## src/rtl/ipcl2_pkg.sv

```systemverilog
// ----------------------------------------------------------------------------
// IP classifier L2 prefetcher package
// Shared constants, controller states and the command and status types that
// join the controller to the datapath.
// ----------------------------------------------------------------------------
package ipcl2_pkg;

  localparam int unsigned INDEX_BITS_DEF        = 6;
  localparam int unsigned TAG_BITS_DEF          = 9;
  localparam int unsigned BLOCK_OFFSET_BITS_DEF = 6;
  localparam int unsigned PAGE_OFFSET_BITS_DEF  = 12;

  localparam int unsigned ADDR_W     = 64;
  localparam int unsigned META_W     = 13;
  localparam int unsigned LINE_OUT_W = 58;
  localparam int unsigned CLASS_W    = 4;
  localparam int unsigned STRIDE_W   = 7;
  localparam int unsigned DEG_W      = 3;

  localparam int unsigned META_CLASS_LSB = 8;
  localparam int unsigned META_NL_BIT    = 12;

  localparam logic [CLASS_W-1:0] CLASS_GLOBAL_STRIDE   = 4'd1;
  localparam logic [CLASS_W-1:0] CLASS_CONSTANT_STRIDE = 4'd2;
  localparam logic [CLASS_W-1:0] CLASS_NEXT_LINE       = 4'd4;

  localparam logic [DEG_W-1:0] DEGREE_MULTI = 3'd2;
  localparam logic [DEG_W-1:0] DEGREE_LOW   = 3'd3;
  localparam logic [DEG_W-1:0] DEGREE_HIGH  = 3'd4;

  typedef enum logic [2:0] {
    ST_IDLE,
    ST_LOOKUP,
    ST_PREP,
    ST_MISS,
    ST_STRIDE,
    ST_CLASS_NL
  } ctrl_state_e;

  typedef enum logic [1:0] {
    LD_NONE,
    LD_MISS_NL,
    LD_STRIDE,
    LD_CLASS_NL
  } load_sel_e;

  typedef struct packed {
    logic      capture;
    logic      lookup;
    logic      prep;
    load_sel_e load;
  } dp_cmd_t;

  typedef struct packed {
    logic miss;
    logic stride_first;
    logic class_nl;
    logic stride_last;
    logic out_free;
  } dp_status_t;

endpackage

```

## src/rtl/ipcl2_access_if.sv

```systemverilog
// ----------------------------------------------------------------------------
// IP classifier L2 prefetcher access channel
// Valid and ready handshake carrying one cache access request.
// ----------------------------------------------------------------------------
interface ipcl2_access_if
  import ipcl2_pkg::*;
  ();
  logic              valid;
  logic              ready;
  logic [ADDR_W-1:0] access_address;
  logic [ADDR_W-1:0] instr_pointer;
  logic              is_prefetch;
  logic [META_W-1:0] metadata;
  logic              mshr_below_half;

  modport source (
    output valid, access_address, instr_pointer, is_prefetch, metadata, mshr_below_half,
    input  ready
  );

  modport sink (
    input  valid, access_address, instr_pointer, is_prefetch, metadata, mshr_below_half,
    output ready
  );
endinterface

```

## src/rtl/ipcl2_prefetch_if.sv

```systemverilog
// ----------------------------------------------------------------------------
// IP classifier L2 prefetcher prefetch channel
// Valid and ready handshake carrying one prefetch line address request.
// ----------------------------------------------------------------------------
interface ipcl2_prefetch_if
  import ipcl2_pkg::*;
  ();
  logic                  valid;
  logic                  ready;
  logic [LINE_OUT_W-1:0] prefetch_line_address;
  logic                  last;

  modport source (
    output valid, prefetch_line_address, last,
    input  ready
  );

  modport sink (
    input  valid, prefetch_line_address, last,
    output ready
  );
endinterface

```

## src/rtl/ipcl2_datapath.sv

```systemverilog
// ----------------------------------------------------------------------------
// IP classifier L2 prefetcher datapath
// IP table memory, entry update, stride address generation, page check and
// the output register.
// ----------------------------------------------------------------------------
module ipcl2_datapath
  import ipcl2_pkg::*;
#(
  parameter int unsigned INDEX_BITS        = INDEX_BITS_DEF,
  parameter int unsigned TAG_BITS          = TAG_BITS_DEF,
  parameter int unsigned BLOCK_OFFSET_BITS = BLOCK_OFFSET_BITS_DEF,
  parameter int unsigned PAGE_OFFSET_BITS  = PAGE_OFFSET_BITS_DEF
) (
  input  logic                  clk_i,
  input  logic                  rst_ni,
  input  logic                  cfg_we_i,
  input  logic                  cfg_wdata_i,
  input  logic [ADDR_W-1:0]     access_address_i,
  input  logic [ADDR_W-1:0]     instr_pointer_i,
  input  logic                  is_prefetch_i,
  input  logic [META_W-1:0]     metadata_i,
  input  logic                  mshr_below_half_i,
  input  dp_cmd_t               cmd_i,
  output dp_status_t            status_o,
  output logic                  out_valid_o,
  input  logic                  out_ready_i,
  output logic [LINE_OUT_W-1:0] prefetch_line_address_o,
  output logic                  last_o
);

  localparam int unsigned DEPTH    = 1 << INDEX_BITS;
  localparam int unsigned LINE_W   = ADDR_W - BLOCK_OFFSET_BITS;
  localparam int unsigned PAGE_LSB = PAGE_OFFSET_BITS - BLOCK_OFFSET_BITS;

  typedef struct packed {
    logic [TAG_BITS-1:0] tag;
    logic [CLASS_W-1:0]  cls;
    logic [STRIDE_W-1:0] stride;
  } entry_t;

  entry_t mem_q [DEPTH];
  entry_t rd_q;
  entry_t ent;
  entry_t upd;

  logic [DEPTH-1:0]      written_q;
  logic [DEPTH-1:0]      valid_q;
  logic                  multi_q;
  logic                  nle_q;

  logic [ADDR_W-1:0]     addr_q;
  logic [INDEX_BITS-1:0] idx_q;
  logic [TAG_BITS-1:0]   tag_q;
  logic                  is_pf_q;
  logic [META_W-1:0]     meta_q;
  logic                  below_q;

  logic [CLASS_W-1:0]    cls_q;
  logic [STRIDE_W-1:0]   s_q;
  logic                  miss_q;
  logic [DEG_W-1:0]      deg_q;
  logic [DEG_W-1:0]      cnt_q;
  logic [LINE_W-1:0]     acc_q;

  logic                  out_valid_q;
  logic [LINE_OUT_W-1:0] out_addr_q;
  logic                  out_last_q;
  logic [LINE_OUT_W-1:0] out_addr_d;
  logic                  out_last_d;

  logic [CLASS_W-1:0]    m_cls;
  logic [STRIDE_W-1:0]   m_str;
  logic                  match;
  logic [STRIDE_W-1:0]   s_val;
  logic [DEG_W-1:0]      deg_val;
  logic [LINE_W-1:0]     cl;
  logic [LINE_W-1:0]     cl_next;
  logic [LINE_W-1:0]     s_ext;
  logic [LINE_W-1:0]     nxt;
  logic                  acc_in_page;
  logic                  nxt_in_page;
  logic                  stride_nz;
  logic                  stride_ok;
  logic                  class_nl;
  logic                  stride_last;
  logic                  class_exists;

  always_comb begin
    m_cls = meta_q[META_CLASS_LSB +: CLASS_W];
    m_str = meta_q[STRIDE_W-1:0];
    ent   = written_q[idx_q] ? rd_q : '0;
    match = (ent.tag == tag_q);
    upd   = ent;
    if (!match && !valid_q[idx_q]) begin
      upd.tag    = tag_q;
      upd.cls    = m_cls;
      upd.stride = m_str;
    end
    if (is_pf_q) begin
      upd.cls    = m_cls;
      upd.stride = m_str;
    end
    if (upd.stride[STRIDE_W-1]) begin
      s_val = STRIDE_W'(0) - {1'b0, upd.stride[STRIDE_W-2:0]};
    end else begin
      s_val = {1'b0, upd.stride[STRIDE_W-2:0]};
    end
    if (multi_q) begin
      deg_val = DEGREE_MULTI;
    end else if (upd.cls == CLASS_GLOBAL_STRIDE || below_q) begin
      deg_val = DEGREE_HIGH;
    end else begin
      deg_val = DEGREE_LOW;
    end
  end

  assign cl          = addr_q[ADDR_W-1:BLOCK_OFFSET_BITS];
  assign cl_next     = cl + LINE_W'(1);
  assign s_ext       = {{(LINE_W-STRIDE_W){s_q[STRIDE_W-1]}}, s_q};
  assign nxt         = acc_q + s_ext;
  assign acc_in_page = (acc_q[LINE_W-1:PAGE_LSB] == addr_q[ADDR_W-1:PAGE_OFFSET_BITS]);
  assign nxt_in_page = (nxt[LINE_W-1:PAGE_LSB] == addr_q[ADDR_W-1:PAGE_OFFSET_BITS]);
  assign stride_nz   = (s_q != '0);
  assign stride_ok   = stride_nz &&
                       (cls_q == CLASS_GLOBAL_STRIDE || cls_q == CLASS_CONSTANT_STRIDE);
  assign class_nl    = stride_nz && (cls_q == CLASS_NEXT_LINE) && nle_q;
  assign stride_last = (cnt_q == deg_q) || !nxt_in_page;
  assign class_exists = (stride_ok && acc_in_page) || class_nl;

  always_comb begin
    out_addr_d = LINE_OUT_W'(cl_next);
    out_last_d = 1'b1;
    case (cmd_i.load)
      LD_MISS_NL: begin
        out_addr_d = LINE_OUT_W'(cl_next);
        out_last_d = !class_exists;
      end
      LD_STRIDE: begin
        out_addr_d = LINE_OUT_W'(acc_q);
        out_last_d = stride_last;
      end
      LD_CLASS_NL: begin
        out_addr_d = LINE_OUT_W'(cl_next);
        out_last_d = 1'b1;
      end
      default: begin
        out_addr_d = out_addr_q;
        out_last_d = out_last_q;
      end
    endcase
  end

  always_ff @(posedge clk_i) begin
    if (cmd_i.capture) begin
      rd_q <= mem_q[instr_pointer_i[INDEX_BITS-1:0]];
    end
    if (cmd_i.lookup) begin
      mem_q[idx_q] <= upd;
    end
  end

  always_ff @(posedge clk_i) begin
    if (cmd_i.capture) begin
      addr_q  <= access_address_i;
      idx_q   <= instr_pointer_i[INDEX_BITS-1:0];
      tag_q   <= instr_pointer_i[INDEX_BITS +: TAG_BITS];
      is_pf_q <= is_prefetch_i;
      meta_q  <= metadata_i;
      below_q <= mshr_below_half_i;
    end
    if (cmd_i.lookup) begin
      cls_q  <= upd.cls;
      s_q    <= s_val;
      miss_q <= !match;
      deg_q  <= deg_val;
    end
    if (cmd_i.prep) begin
      acc_q <= cl + s_ext;
    end else if (cmd_i.load == LD_STRIDE) begin
      acc_q <= nxt;
    end
    if (cmd_i.load != LD_NONE) begin
      out_addr_q <= out_addr_d;
      out_last_q <= out_last_d;
    end
  end

  always_ff @(posedge clk_i or negedge rst_ni) begin
    if (!rst_ni) begin
      written_q   <= '0;
      valid_q     <= '0;
      multi_q     <= 1'b0;
      nle_q       <= 1'b0;
      cnt_q       <= '0;
      out_valid_q <= 1'b0;
    end else begin
      if (cfg_we_i) begin
        multi_q <= cfg_wdata_i;
      end
      if (cmd_i.lookup) begin
        written_q[idx_q] <= 1'b1;
        valid_q[idx_q]   <= match;
        if (is_pf_q) begin
          nle_q <= meta_q[META_NL_BIT];
        end
      end
      if (cmd_i.prep) begin
        cnt_q <= DEG_W'(1);
      end else if (cmd_i.load == LD_STRIDE) begin
        cnt_q <= cnt_q + DEG_W'(1);
      end
      if (cmd_i.load != LD_NONE) begin
        out_valid_q <= 1'b1;
      end else if (out_ready_i) begin
        out_valid_q <= 1'b0;
      end
    end
  end

  assign status_o.miss         = miss_q;
  assign status_o.stride_first = stride_ok && acc_in_page;
  assign status_o.class_nl     = class_nl;
  assign status_o.stride_last  = stride_last;
  assign status_o.out_free     = !out_valid_q || out_ready_i;

  assign out_valid_o             = out_valid_q;
  assign prefetch_line_address_o = out_addr_q;
  assign last_o                  = out_last_q;

endmodule

```

## src/rtl/ipcl2_ctrl.sv

```systemverilog
// ----------------------------------------------------------------------------
// IP classifier L2 prefetcher controller
// Sequences table lookup, entry update, address preparation and the issue of
// prefetch requests into the output register.
// ----------------------------------------------------------------------------
module ipcl2_ctrl
  import ipcl2_pkg::*;
(
  input  logic       clk_i,
  input  logic       rst_ni,
  input  logic       in_valid_i,
  output logic       in_ready_o,
  input  dp_status_t status_i,
  output dp_cmd_t    cmd_o
);

  ctrl_state_e state_q;
  ctrl_state_e state_d;
  ctrl_state_e dispatch;

  always_comb begin
    if (status_i.stride_first) begin
      dispatch = ST_STRIDE;
    end else if (status_i.class_nl) begin
      dispatch = ST_CLASS_NL;
    end else begin
      dispatch = ST_IDLE;
    end
  end

  always_comb begin
    state_d = state_q;
    case (state_q)
      ST_IDLE: begin
        if (in_valid_i) begin
          state_d = ST_LOOKUP;
        end
      end
      ST_LOOKUP: begin
        state_d = ST_PREP;
      end
      ST_PREP: begin
        state_d = ST_MISS;
      end
      ST_MISS: begin
        if (!status_i.miss || status_i.out_free) begin
          state_d = dispatch;
        end
      end
      ST_STRIDE: begin
        if (status_i.out_free && status_i.stride_last) begin
          state_d = ST_IDLE;
        end
      end
      ST_CLASS_NL: begin
        if (status_i.out_free) begin
          state_d = ST_IDLE;
        end
      end
      default: begin
        state_d = ST_IDLE;
      end
    endcase
  end

  always_comb begin
    in_ready_o    = 1'b0;
    cmd_o.capture = 1'b0;
    cmd_o.lookup  = 1'b0;
    cmd_o.prep    = 1'b0;
    cmd_o.load    = LD_NONE;
    case (state_q)
      ST_IDLE: begin
        in_ready_o    = 1'b1;
        cmd_o.capture = in_valid_i;
      end
      ST_LOOKUP: begin
        cmd_o.lookup = 1'b1;
      end
      ST_PREP: begin
        cmd_o.prep = 1'b1;
      end
      ST_MISS: begin
        if (status_i.miss && status_i.out_free) begin
          cmd_o.load = LD_MISS_NL;
        end
      end
      ST_STRIDE: begin
        if (status_i.out_free) begin
          cmd_o.load = LD_STRIDE;
        end
      end
      ST_CLASS_NL: begin
        if (status_i.out_free) begin
          cmd_o.load = LD_CLASS_NL;
        end
      end
      default: begin
        cmd_o.load = LD_NONE;
      end
    endcase
  end

  always_ff @(posedge clk_i or negedge rst_ni) begin
    if (!rst_ni) begin
      state_q <= ST_IDLE;
    end else begin
      state_q <= state_d;
    end
  end

endmodule

```

## src/rtl/ip_classifier_l2_prefetcher_unit.sv

```systemverilog
// ----------------------------------------------------------------------------
// IP classifier L2 prefetcher
// Top level joining the controller and the datapath to the access and
// prefetch channels and the multi-core configuration register.
// ----------------------------------------------------------------------------
// An access request is taken only while the block is idle, and the edge that
// accepts it also reads the table. The next cycle compares the tag and writes
// the entry back, and the one after that prepares the first stride address.
// Then a miss loads its next-line request into the output register, and the
// stride or class next-line requests follow it there one at a time. A
// request that is due while the output register is still full waits until it
// drains. The last issued request may still wait in the output register while
// the next access is taken. The table reads as all zero after reset through
// per-entry written bits, with no clearing pass.
module ip_classifier_l2_prefetcher_unit
  import ipcl2_pkg::*;
#(
  parameter int unsigned INDEX_BITS        = INDEX_BITS_DEF,
  parameter int unsigned TAG_BITS          = TAG_BITS_DEF,
  parameter int unsigned BLOCK_OFFSET_BITS = BLOCK_OFFSET_BITS_DEF,
  parameter int unsigned PAGE_OFFSET_BITS  = PAGE_OFFSET_BITS_DEF
) (
  input  logic             clk_i,
  input  logic             rst_ni,
  input  logic             cfg_we_i,
  input  logic             cfg_wdata_i,
  ipcl2_access_if.sink     access_i,
  ipcl2_prefetch_if.source prefetch_o
);

  dp_cmd_t    cmd;
  dp_status_t status;

  ipcl2_ctrl u_ctrl (
    .clk_i      (clk_i),
    .rst_ni     (rst_ni),
    .in_valid_i (access_i.valid),
    .in_ready_o (access_i.ready),
    .status_i   (status),
    .cmd_o      (cmd)
  );

  ipcl2_datapath #(
    .INDEX_BITS        (INDEX_BITS),
    .TAG_BITS          (TAG_BITS),
    .BLOCK_OFFSET_BITS (BLOCK_OFFSET_BITS),
    .PAGE_OFFSET_BITS  (PAGE_OFFSET_BITS)
  ) u_datapath (
    .clk_i                   (clk_i),
    .rst_ni                  (rst_ni),
    .cfg_we_i                (cfg_we_i),
    .cfg_wdata_i             (cfg_wdata_i),
    .access_address_i        (access_i.access_address),
    .instr_pointer_i         (access_i.instr_pointer),
    .is_prefetch_i           (access_i.is_prefetch),
    .metadata_i              (access_i.metadata),
    .mshr_below_half_i       (access_i.mshr_below_half),
    .cmd_i                   (cmd),
    .status_o                (status),
    .out_valid_o             (prefetch_o.valid),
    .out_ready_i             (prefetch_o.ready),
    .prefetch_line_address_o (prefetch_o.prefetch_line_address),
    .last_o                  (prefetch_o.last)
  );

  a_load_only_when_free : assert property (
    @(posedge clk_i) disable iff (!rst_ni) (cmd.load != LD_NONE) |-> status.out_free
  ) else $error("Output register loaded while a request is still pending.");

  a_busy_after_accept : assert property (
    @(posedge clk_i) disable iff (!rst_ni) (access_i.valid && access_i.ready) |=> !access_i.ready
  ) else $error("Access accepted again in the cycle after an acceptance.");

  a_no_issue_when_idle : assert property (
    @(posedge clk_i) disable iff (!rst_ni) access_i.ready |-> (cmd.load == LD_NONE)
  ) else $error("Prefetch issued while the controller is idle.");

endmodule
```

## src/flat_wrapper.sv

```systemverilog
// flat-port wrapper written by rule: the top's interface ports become plain ports
module ip_classifier_l2_prefetcher_unit_flat import ipcl2_pkg::*;
#(
  parameter int unsigned INDEX_BITS        = INDEX_BITS_DEF,
  parameter int unsigned TAG_BITS          = TAG_BITS_DEF,
  parameter int unsigned BLOCK_OFFSET_BITS = BLOCK_OFFSET_BITS_DEF,
  parameter int unsigned PAGE_OFFSET_BITS  = PAGE_OFFSET_BITS_DEF
)
  (clk_i, rst_ni, cfg_we_i, cfg_wdata_i, access_i_valid, access_i_access_address, access_i_instr_pointer, access_i_is_prefetch, access_i_metadata, access_i_mshr_below_half, access_i_ready, prefetch_o_valid, prefetch_o_prefetch_line_address, prefetch_o_last, prefetch_o_ready);
  ipcl2_access_if access_i_i ();
  ipcl2_prefetch_if prefetch_o_i ();
  input  logic clk_i;
  input  logic rst_ni;
  input  logic cfg_we_i;
  input  logic cfg_wdata_i;
  input wire logic [$bits(access_i_i.valid)-1:0] access_i_valid;
  input wire logic [$bits(access_i_i.access_address)-1:0] access_i_access_address;
  input wire logic [$bits(access_i_i.instr_pointer)-1:0] access_i_instr_pointer;
  input wire logic [$bits(access_i_i.is_prefetch)-1:0] access_i_is_prefetch;
  input wire logic [$bits(access_i_i.metadata)-1:0] access_i_metadata;
  input wire logic [$bits(access_i_i.mshr_below_half)-1:0] access_i_mshr_below_half;
  output wire logic [$bits(access_i_i.ready)-1:0] access_i_ready;
  output wire logic [$bits(prefetch_o_i.valid)-1:0] prefetch_o_valid;
  output wire logic [$bits(prefetch_o_i.prefetch_line_address)-1:0] prefetch_o_prefetch_line_address;
  output wire logic [$bits(prefetch_o_i.last)-1:0] prefetch_o_last;
  input wire logic [$bits(prefetch_o_i.ready)-1:0] prefetch_o_ready;
  assign access_i_i.valid = access_i_valid;
  assign access_i_i.access_address = access_i_access_address;
  assign access_i_i.instr_pointer = access_i_instr_pointer;
  assign access_i_i.is_prefetch = access_i_is_prefetch;
  assign access_i_i.metadata = access_i_metadata;
  assign access_i_i.mshr_below_half = access_i_mshr_below_half;
  assign access_i_ready = access_i_i.ready;
  assign prefetch_o_valid = prefetch_o_i.valid;
  assign prefetch_o_prefetch_line_address = prefetch_o_i.prefetch_line_address;
  assign prefetch_o_last = prefetch_o_i.last;
  assign prefetch_o_i.ready = prefetch_o_ready;
  ip_classifier_l2_prefetcher_unit #(.INDEX_BITS(INDEX_BITS), .TAG_BITS(TAG_BITS), .BLOCK_OFFSET_BITS(BLOCK_OFFSET_BITS), .PAGE_OFFSET_BITS(PAGE_OFFSET_BITS)) u_core (.clk_i(clk_i), .rst_ni(rst_ni), .cfg_we_i(cfg_we_i), .cfg_wdata_i(cfg_wdata_i), .access_i(access_i_i), .prefetch_o(prefetch_o_i));
endmodule
```

## config.mk

```make
export PLATFORM = sky130hd
export DESIGN_NAME = ip_classifier_l2_prefetcher_unit_flat
export DESIGN_NICKNAME = d
export VERILOG_FILES = /design/src/rtl/ipcl2_pkg.sv /design/src/rtl/ipcl2_access_if.sv /design/src/rtl/ipcl2_prefetch_if.sv /design/src/rtl/ipcl2_datapath.sv /design/src/rtl/ipcl2_ctrl.sv /design/src/rtl/ip_classifier_l2_prefetcher_unit.sv /design/src/flat_wrapper.sv
export SDC_FILE = /design/constraint.sdc
export NUM_CORES = 2
export LEC_CHECK = 0
export BUFFER_PORTS_ARGS = -buffer_cell sky130_fd_sc_hd__buf_2
export CORE_ASPECT_RATIO = 0.9
export CORE_MARGIN = 2
export CORE_UTILIZATION = 50
export CTS_CLUSTER_DIAMETER = 50
export CTS_CLUSTER_SIZE = 28
export DETAILED_ROUTE_END_ITERATION = 8
export PLACE_DENSITY = 0.66
export SETUP_SLACK_MARGIN = 0.02
export SLEW_MARGIN = 20
export SYNTH_ARGS = -nofsm -noshare
export SYNTH_HDL_FRONTEND = slang
export SYNTH_HIERARCHICAL = 1
export SYNTH_SLANG_ARGS = --single-unit
```

## constraint.sdc

```tcl
create_clock -name clk_i -period 7.7 [get_ports clk_i]
set_input_delay 1.54 -clock clk_i [delete_from_list [all_inputs] [get_ports clk_i]]
set_output_delay 1.54 -clock clk_i [all_outputs]
set_load 0.01 [all_outputs]
```

# --- After elaboration in Yosys (flattened, before gate mapping) ---
# Memories as Yosys holds them, arrays and structs flattened. A register that Yosys moved wholly into a read port is not among the register bits.
# Index checks and enable logic that the tools add are counted.
classes:
  n_addsub: 5
  multipliers: 0
  div_mod_pow: 0
  n_lt_le_gt_ge: 2
  n_eq_ne: 20
  shift: 0
  muxes: 37
  bitwise: 1
  reduce_logical: 32
ops:
  columns: ["cell", "count"]
  rows:
  - ["$add A58 B58 Y58", 2]
  - ["$mux W58", 2]
  - ["$pmux W58 S2", 1]
  - ["$eq A52 B52 Y1", 2]
  - ["$bwmux W64", 1]
  - ["$or A64 B64 Y64", 1]
  - ["$add A58 B1 Y58 const B", 1]
  - ["$mux W20", 2]
  - ["$mux W3", 9]
  - ["$pmux W3 S6", 1]
  - ["$bmux W1 S6", 2]
  - ["$mux W1", 12]
  - ["$mux W11", 1]
  - ["$eq A9 B9 Y1", 1]
  - ["$eq A4 B1 Y1 const B", 2]
  - ["$logic_and A1 B1 Y1", 8]
  - ["$ne A2 B2 Y1 const B", 4]
  - ["$reduce_bool A2 Y1", 4]
  - ["$lt A6 B7 Y1 const B", 1]
  - ["$reduce_bool A7 Y1", 1]
  - ["$sub A1 B6 Y7 const A", 1]
  - ["$demux W1 S6", 1]
  - ["$eq A3 B2 Y1 const B", 2]
  - ["$eq A3 B3 Y1 const B", 2]
  - ["19 further kinds", 33]
word_totals:
  reg_bits: 363
  latch_bits: 0
  ram_bits: 1280
  rom_bits: 0
  in_bits: 149
  output_inout_bits: 61
  word_cells: 119
  n_memories: 1
memory_table:
  columns: ["name", "depth", "width", "read_ports", "rd_ports_with_merged_regs", "write_ports", "line_no", "text"]
  rows:
  - ["u_core.u_datapath.mem_q", 64, 20, 1, 1, 1, "ipcl2_datapath.sv:41", "entry_t mem_q [DEPTH];"]

# --- Longest topological paths before layout ---
depth:
  word_depth: 11
  depth_mapped: 22
  ltp_nobuf: 18

# --- Cells and area by module ---
# Netlist, hierarchy kept.
modules_own_cells:
  columns: ["module", "n_inst", "cells_per_inst", "area_each_um2", "seq_area_each_um2"]
  rows:
  - ["ipcl2_datapath", 1, 4435, 73904.6, 48967.0]
  - ["ipcl2_ctrl", 1, 28, 224.0, 75.1]

# --- Worst setup path before layout ---
# No wires, ideal clock.
synth_timing:
  path_kind: "register to register"
  start: "register u_core.u_datapath.idx_q[1]"
  end: "register u_core.u_datapath.s_q[1], data pin"
  setup_time_ns: 0.270
  t_arrival_ns: 6.331
  required_time_ns: 7.430
  path_slack_ns: 1.099
  path_stages_with_launch: 18
  n_path_buf: 3
  period_less_slack_ns: 6.601
  path_cell_list: "edfxtp_1 -> clkbuf_1 -> mux2_2 -> a221o_1 -> o2bb2a_1 -> o22ai_1 -> nor4_2 -> buf_4 -> nor2_1 -> o32ai_1 -> nand2_1 -> o31ai_4 -> nand2b_1 -> buf_2 -> o21ai_0 -> inv_1 -> ha_1 -> mux2_2"
synth_lines:
  columns: ["element", "line_no", "text"]
  rows:
  - ["start, declared", "ipcl2_datapath.sv:52", "logic [INDEX_BITS-1:0] idx_q;"]
  - ["start signal, assigned", "ipcl2_datapath.sv:165", "idx_q <= instr_pointer_i[INDEX_BITS-1:0];"]
  - ["end signal, assigned", "ipcl2_datapath.sv:173", "s_q <= s_val;"]
  - ["end, declared", "ipcl2_datapath.sv:59", "logic [STRIDE_W-1:0] s_q;"]

==> metrics list <==
- Status: complete, no violations
* Leak Pwr: approximately 28 nW
* Depth of the worst register-to-register path: 12
- STA classifies the critical path startpoint as a flip-flop.
* Power per Cell Area: ~340 mW/mm^2
- Warnings, synthesis: 6
- In this run, synthesis inferred about 1,500 flip-flops with an integrated enable.
- Summed over all layers, the routed wires come to between 200 and 250 mm.
- The routed layout has between 40,000 and 50,000 vias.
- With fillers left out, the area of the finished cells amounts to 0.0827 sq mm.
- After the last flow step, the layout net total stands at roughly 4,900.
* Cell types with the largest area share after synthesis: sky130_fd_sc_hd__edfxtp_1 62%, sky130_fd_sc_hd__mux4_2 13%, sky130_fd_sc_hd__dfrtp_1 4.6%, sky130_fd_sc_hd__ha_1 2.0%, sky130_fd_sc_hd__xor2_1 1.7%
- The number of nets in the synthesized netlist is 4,731.
- At the worst endpoint, the required time is slightly below 8 ns.
- Remaining routing DRC violations: 0
* CORE AREA: 0.148 sq mm
- Number of violations reported at the end of detailed-routing iteration 0: around 4,400
* Horizontal extent of the die: between 400 and 500 um
* Final Critical Period: approximately 6.7 ns
* Placed instance area: approximately 0.08 sq mm
- CTS root buf: sky130_fd_sc_hd__clkbuf_16
* Maximum count of clock buffers along a single path: 3
- Die extent in y: ~370 um
* Area taken by flip-flops and latches: 0.0490 sq mm
- Min-Delay Path Depth: 1
- Least-Margin Pin Slew: between 1 and 1.5 ns
* ANT nets after route: 0
- At the placement stage, the worst setup path has a slack of between 1 and 1.5 ns.
- After synthesis, the mean cell area works out to 16.6 sq um.
- Via count of the first global-routing pass: about 41,000
- Broken down by cell family, the worst path's largest delay share belongs to compound AO/OA/AOI/OAI gates.
- I/O pins: 210
- Pins Over Slew Limit: 0
- Based on the critical path, the design can be clocked at up to around 150 MHz.
- Number of max-cap violations: 0
- Number of synthesized register bits: 1,656
- Cell taking the most area after synthesis: sky130_fd_sc_hd__edfxtp_1
- Initial Util: between 50 and 60%
* Final worst slack: around 1.0 ns
* Aggregate negative setup slack: 0 ns
- CTS sink cnt: 1,656
- Average vias per placed instance: roughly 6.2
- Setup Fix Bufs, Post-CTS: 0
* Cell Rows: around 130
- H-tree depth reported by CTS: 4
- Slew headroom: about 23%
* I/O Buffers: 153
* Area share of the largest cell type after synthesis: between 60% and 70%
- Sequential elements use between 60% and 70% of the synthesized area.
- RSZ-0062 raised after global routing: no
- After synthesis, the share of flip-flops with an asynchronous set or reset is slightly above 8%.
- Total of fill cells in the finished design: around 11,000
- Initial antenna violation count: 11
- Summing all multi-input logic gate instances after layout gives ~0.024 sq mm.
- The cell count after synthesis came out at around 4,500.
- The number of buffers and inverters on the critical path is 2.
- Area Overhead vs Synth: 11.6%
- The worst setup path is captured at a flip-flop.
- Netlist area before placement: approximately 0.074 sq mm
* Number of clock buffers inserted by TritonCTS: approximately 140
- Die area: 0.151 sq mm
* Synth unique cells: between 100 and 150
- Setup violations remaining at the end of the flow were counted as 0.
- Logic depth of the worst path, buffers included: 12
- For the worst-skew pair, the clock arrives at the later sink with an insertion delay of between 0.8 and 0.9 ns.
- Total gr overflow: 0
- Classification of the worst setup path: flip-flop to flip-flop
* Endpoints failing hold: 0
- Entering global routing, the biggest net connects 92 pins.
* Share of layout cells above drive strength 1: 26.2%
* Clock edge transition at the registers on the reported setup and hold paths: 0.07 ns
- Half-perimeter wire length of the detailed placement result: ~130 mm
* Post-CTS Hold Buffers: 0
* Maximum single-stage delay on the critical path: 0.99 ns
* Global-route wire length before repair: approximately 290 mm
* Placer congestion estimate: between 0.9 and 1
* Worst supply voltage drop on vdd: between 0.2 and 0.3 mV
* Post-Route Skew: 0.0521 ns
- After detailed routing, the average wire length per cell comes to ~30 um.
- Data on the critical path arrives at its endpoint at slightly below 7 ns.
* CTS tree: yes
* Cell-by-cell listing of the critical path: clkinv_1 -> a221oi_1 -> o22a_1 -> o22ai_1 -> nor4_4 -> nor2_1 -> o32ai_1 -> nand2_1 -> o31ai_4 -> nand2b_2 -> a21oi_1 -> clkinv_2
* Hold/Removal Path Class: flip-flop to flip-flop
- Of all nets on the critical path, the largest fanout is 64.
- The most used flip-flop cell after synthesis is sky130_fd_sc_hd__edfxtp_1.
* Portion of the clock cycle consumed by the worst path in the final layout: 86.4%
* Reg-to-reg setup timing slack: around 1.0 ns
* Cell with the biggest individual delay on the critical path: sky130_fd_sc_hd__edfxtp_1
- Global routing used between 20% and 30% of the available tracks.
- After clock tree synthesis, the repair step resized 0 gates.
* 1st-pass router iterations: 5
==> report_power, final <==
group	switching [mW]	leakage [nW]	internal [mW]
combinational	5.62	10.0	3.08
clock	3.65	2.39	3.84
sequential	0.577	15.6	11.1
total	9.85	28.0	18.0
==> layout by cell type (no fill, tap or decap), types with 17 or more instances in the layout <==
master,instances
sky130_fd_sc_hd__mux2_2,88
sky130_fd_sc_hd__clkbuf_16,143
sky130_fd_sc_hd__nand3b_1,20
sky130_fd_sc_hd__ha_1,117
sky130_fd_sc_hd__nand3_1,73
sky130_fd_sc_hd__a31oi_1,28
sky130_fd_sc_hd__xnor2_1,128
sky130_fd_sc_hd__buf_2,148
sky130_fd_sc_hd__a21oi_1,228
sky130_fd_sc_hd__dfrtp_1,137
sky130_fd_sc_hd__xor2_1,142
sky130_fd_sc_hd__or3_1,18
sky130_fd_sc_hd__inv_8,17
sky130_fd_sc_hd__and3_1,33
sky130_fd_sc_hd__edfxtp_1,1519
sky130_fd_sc_hd__buf_4,114
sky130_fd_sc_hd__a21o_1,57
sky130_fd_sc_hd__mux4_2,435
sky130_fd_sc_hd__nand4_1,40
sky130_fd_sc_hd__nor3_1,52
sky130_fd_sc_hd__nor2_1,192
sky130_fd_sc_hd__nor2b_1,31
sky130_fd_sc_hd__o21a_1,18
sky130_fd_sc_hd__nor2_2,66
sky130_fd_sc_hd__clkinv_8,22
sky130_fd_sc_hd__inv_1,52
sky130_fd_sc_hd__mux2i_1,28
sky130_fd_sc_hd__nand2_1,189
sky130_fd_sc_hd__inv_6,18
sky130_fd_sc_hd__o21ai_0,108
sky130_fd_sc_hd__nand2b_1,35
sky130_fd_sc_hd__or2_2,73
sky130_fd_sc_hd__nor4_1,25
==> kinds of logic after synthesis <==
| group | Yosys count | synth area share (%) |
|---|---|---|
| mux | 553 | 15.0 |
| xor+xnor | 275 | 3.34 |
| fa+ha+maj | 119 | 2.03 |
| simple gates | 912 | 6.20 |
| flops | 1656 | 66.2 |
| buf+inv | 302 | 1.71 |
| compound gates | 646 | 5.58 |
==> sequential cells by signal, indices dropped and copies added (netlist names), 7 cells and up <==
name,count
u_core/u_datapath/mem_q,1280
u_core/u_datapath/valid_q,64
u_core/u_datapath/written_q,64
u_core/u_datapath/acc_q,58
u_core/u_datapath/addr_q,58
u_core/u_datapath/prefetch_line_address_o,58
u_core/u_datapath/rd_q,20
u_core/u_datapath/meta_q,12
u_core/u_datapath/tag_q,9
u_core/u_datapath/s_q,7
==> final cells by class <==
class	instances	share of cell area, %
Antenna cell	7	0.0212
Sequential cell	1656	59.3
Inverter	58	0.269
Tap cell	1972	2.98
Timing Repair Buffer	274	2.20
Clock buffer	154	4.38
Multi-Input combinational cell	2505	29.3
Clock inverter	106	1.60
==> final timing paths <==
path                                           startpoint                              to
setup / recovery               u_core/u_datapath/idx_q[2]  u_core/u_datapath/mem_q[21][4]
hold / removal             u_core/u_datapath/written_q[2]  u_core/u_datapath/written_q[2]
setup reg to reg               u_core/u_datapath/idx_q[2]  u_core/u_datapath/mem_q[21][4]
hold reg to reg            u_core/u_datapath/written_q[2]  u_core/u_datapath/written_q[2]
max in group asynchronous                          rst_ni      u_core/u_datapath/cnt_q[2]
min in group asynchronous                          rst_ni   u_core/u_datapath/valid_q[59]
==> Yosys cell counts, drive strengths merged, types with 19 or more instances <==
library cell	n
or2	75
or3	19
clkbuf	154
nor4	28
dfrtp	137
inv	57
nand3	73
nor3	54
mux2i	29
edfxtp	1519
a31oi	29
nand2b	36
nor2b	31
nand2	189
mux4	435
ha	117
xor2	142
mux2	89
buf	90
o21ai	132
and3	33
nor2	258
a21oi	232
nand3b	20
xnor2	128
nand4	44
a21o	57
==> metrics by stage <==
step	hold slack (ns)	cells	utilization, %	total power [mW]
after global placement	0.444	6464	52.6	20.3
after CTS	0.467	6724	56.0	27.9
final	0.468	6732	56.0	27.8
after detailed placement	0.448	6464	52.6	20.4
after floorplan	0.430	4463	-	17.5
after global routing	0.479	6725	56.0	29.0
==> layer usage <==
layer	up-vias	track usage, %	wire [um]
met5	-	0	51
met4	8	8.47	6450
met3	274	3.84	14100
met2	1581	43.2	97300
met1	21842	38.1	84100
li1	18164	-	-
No activity file was read; power rests on OpenSTA's default activity.
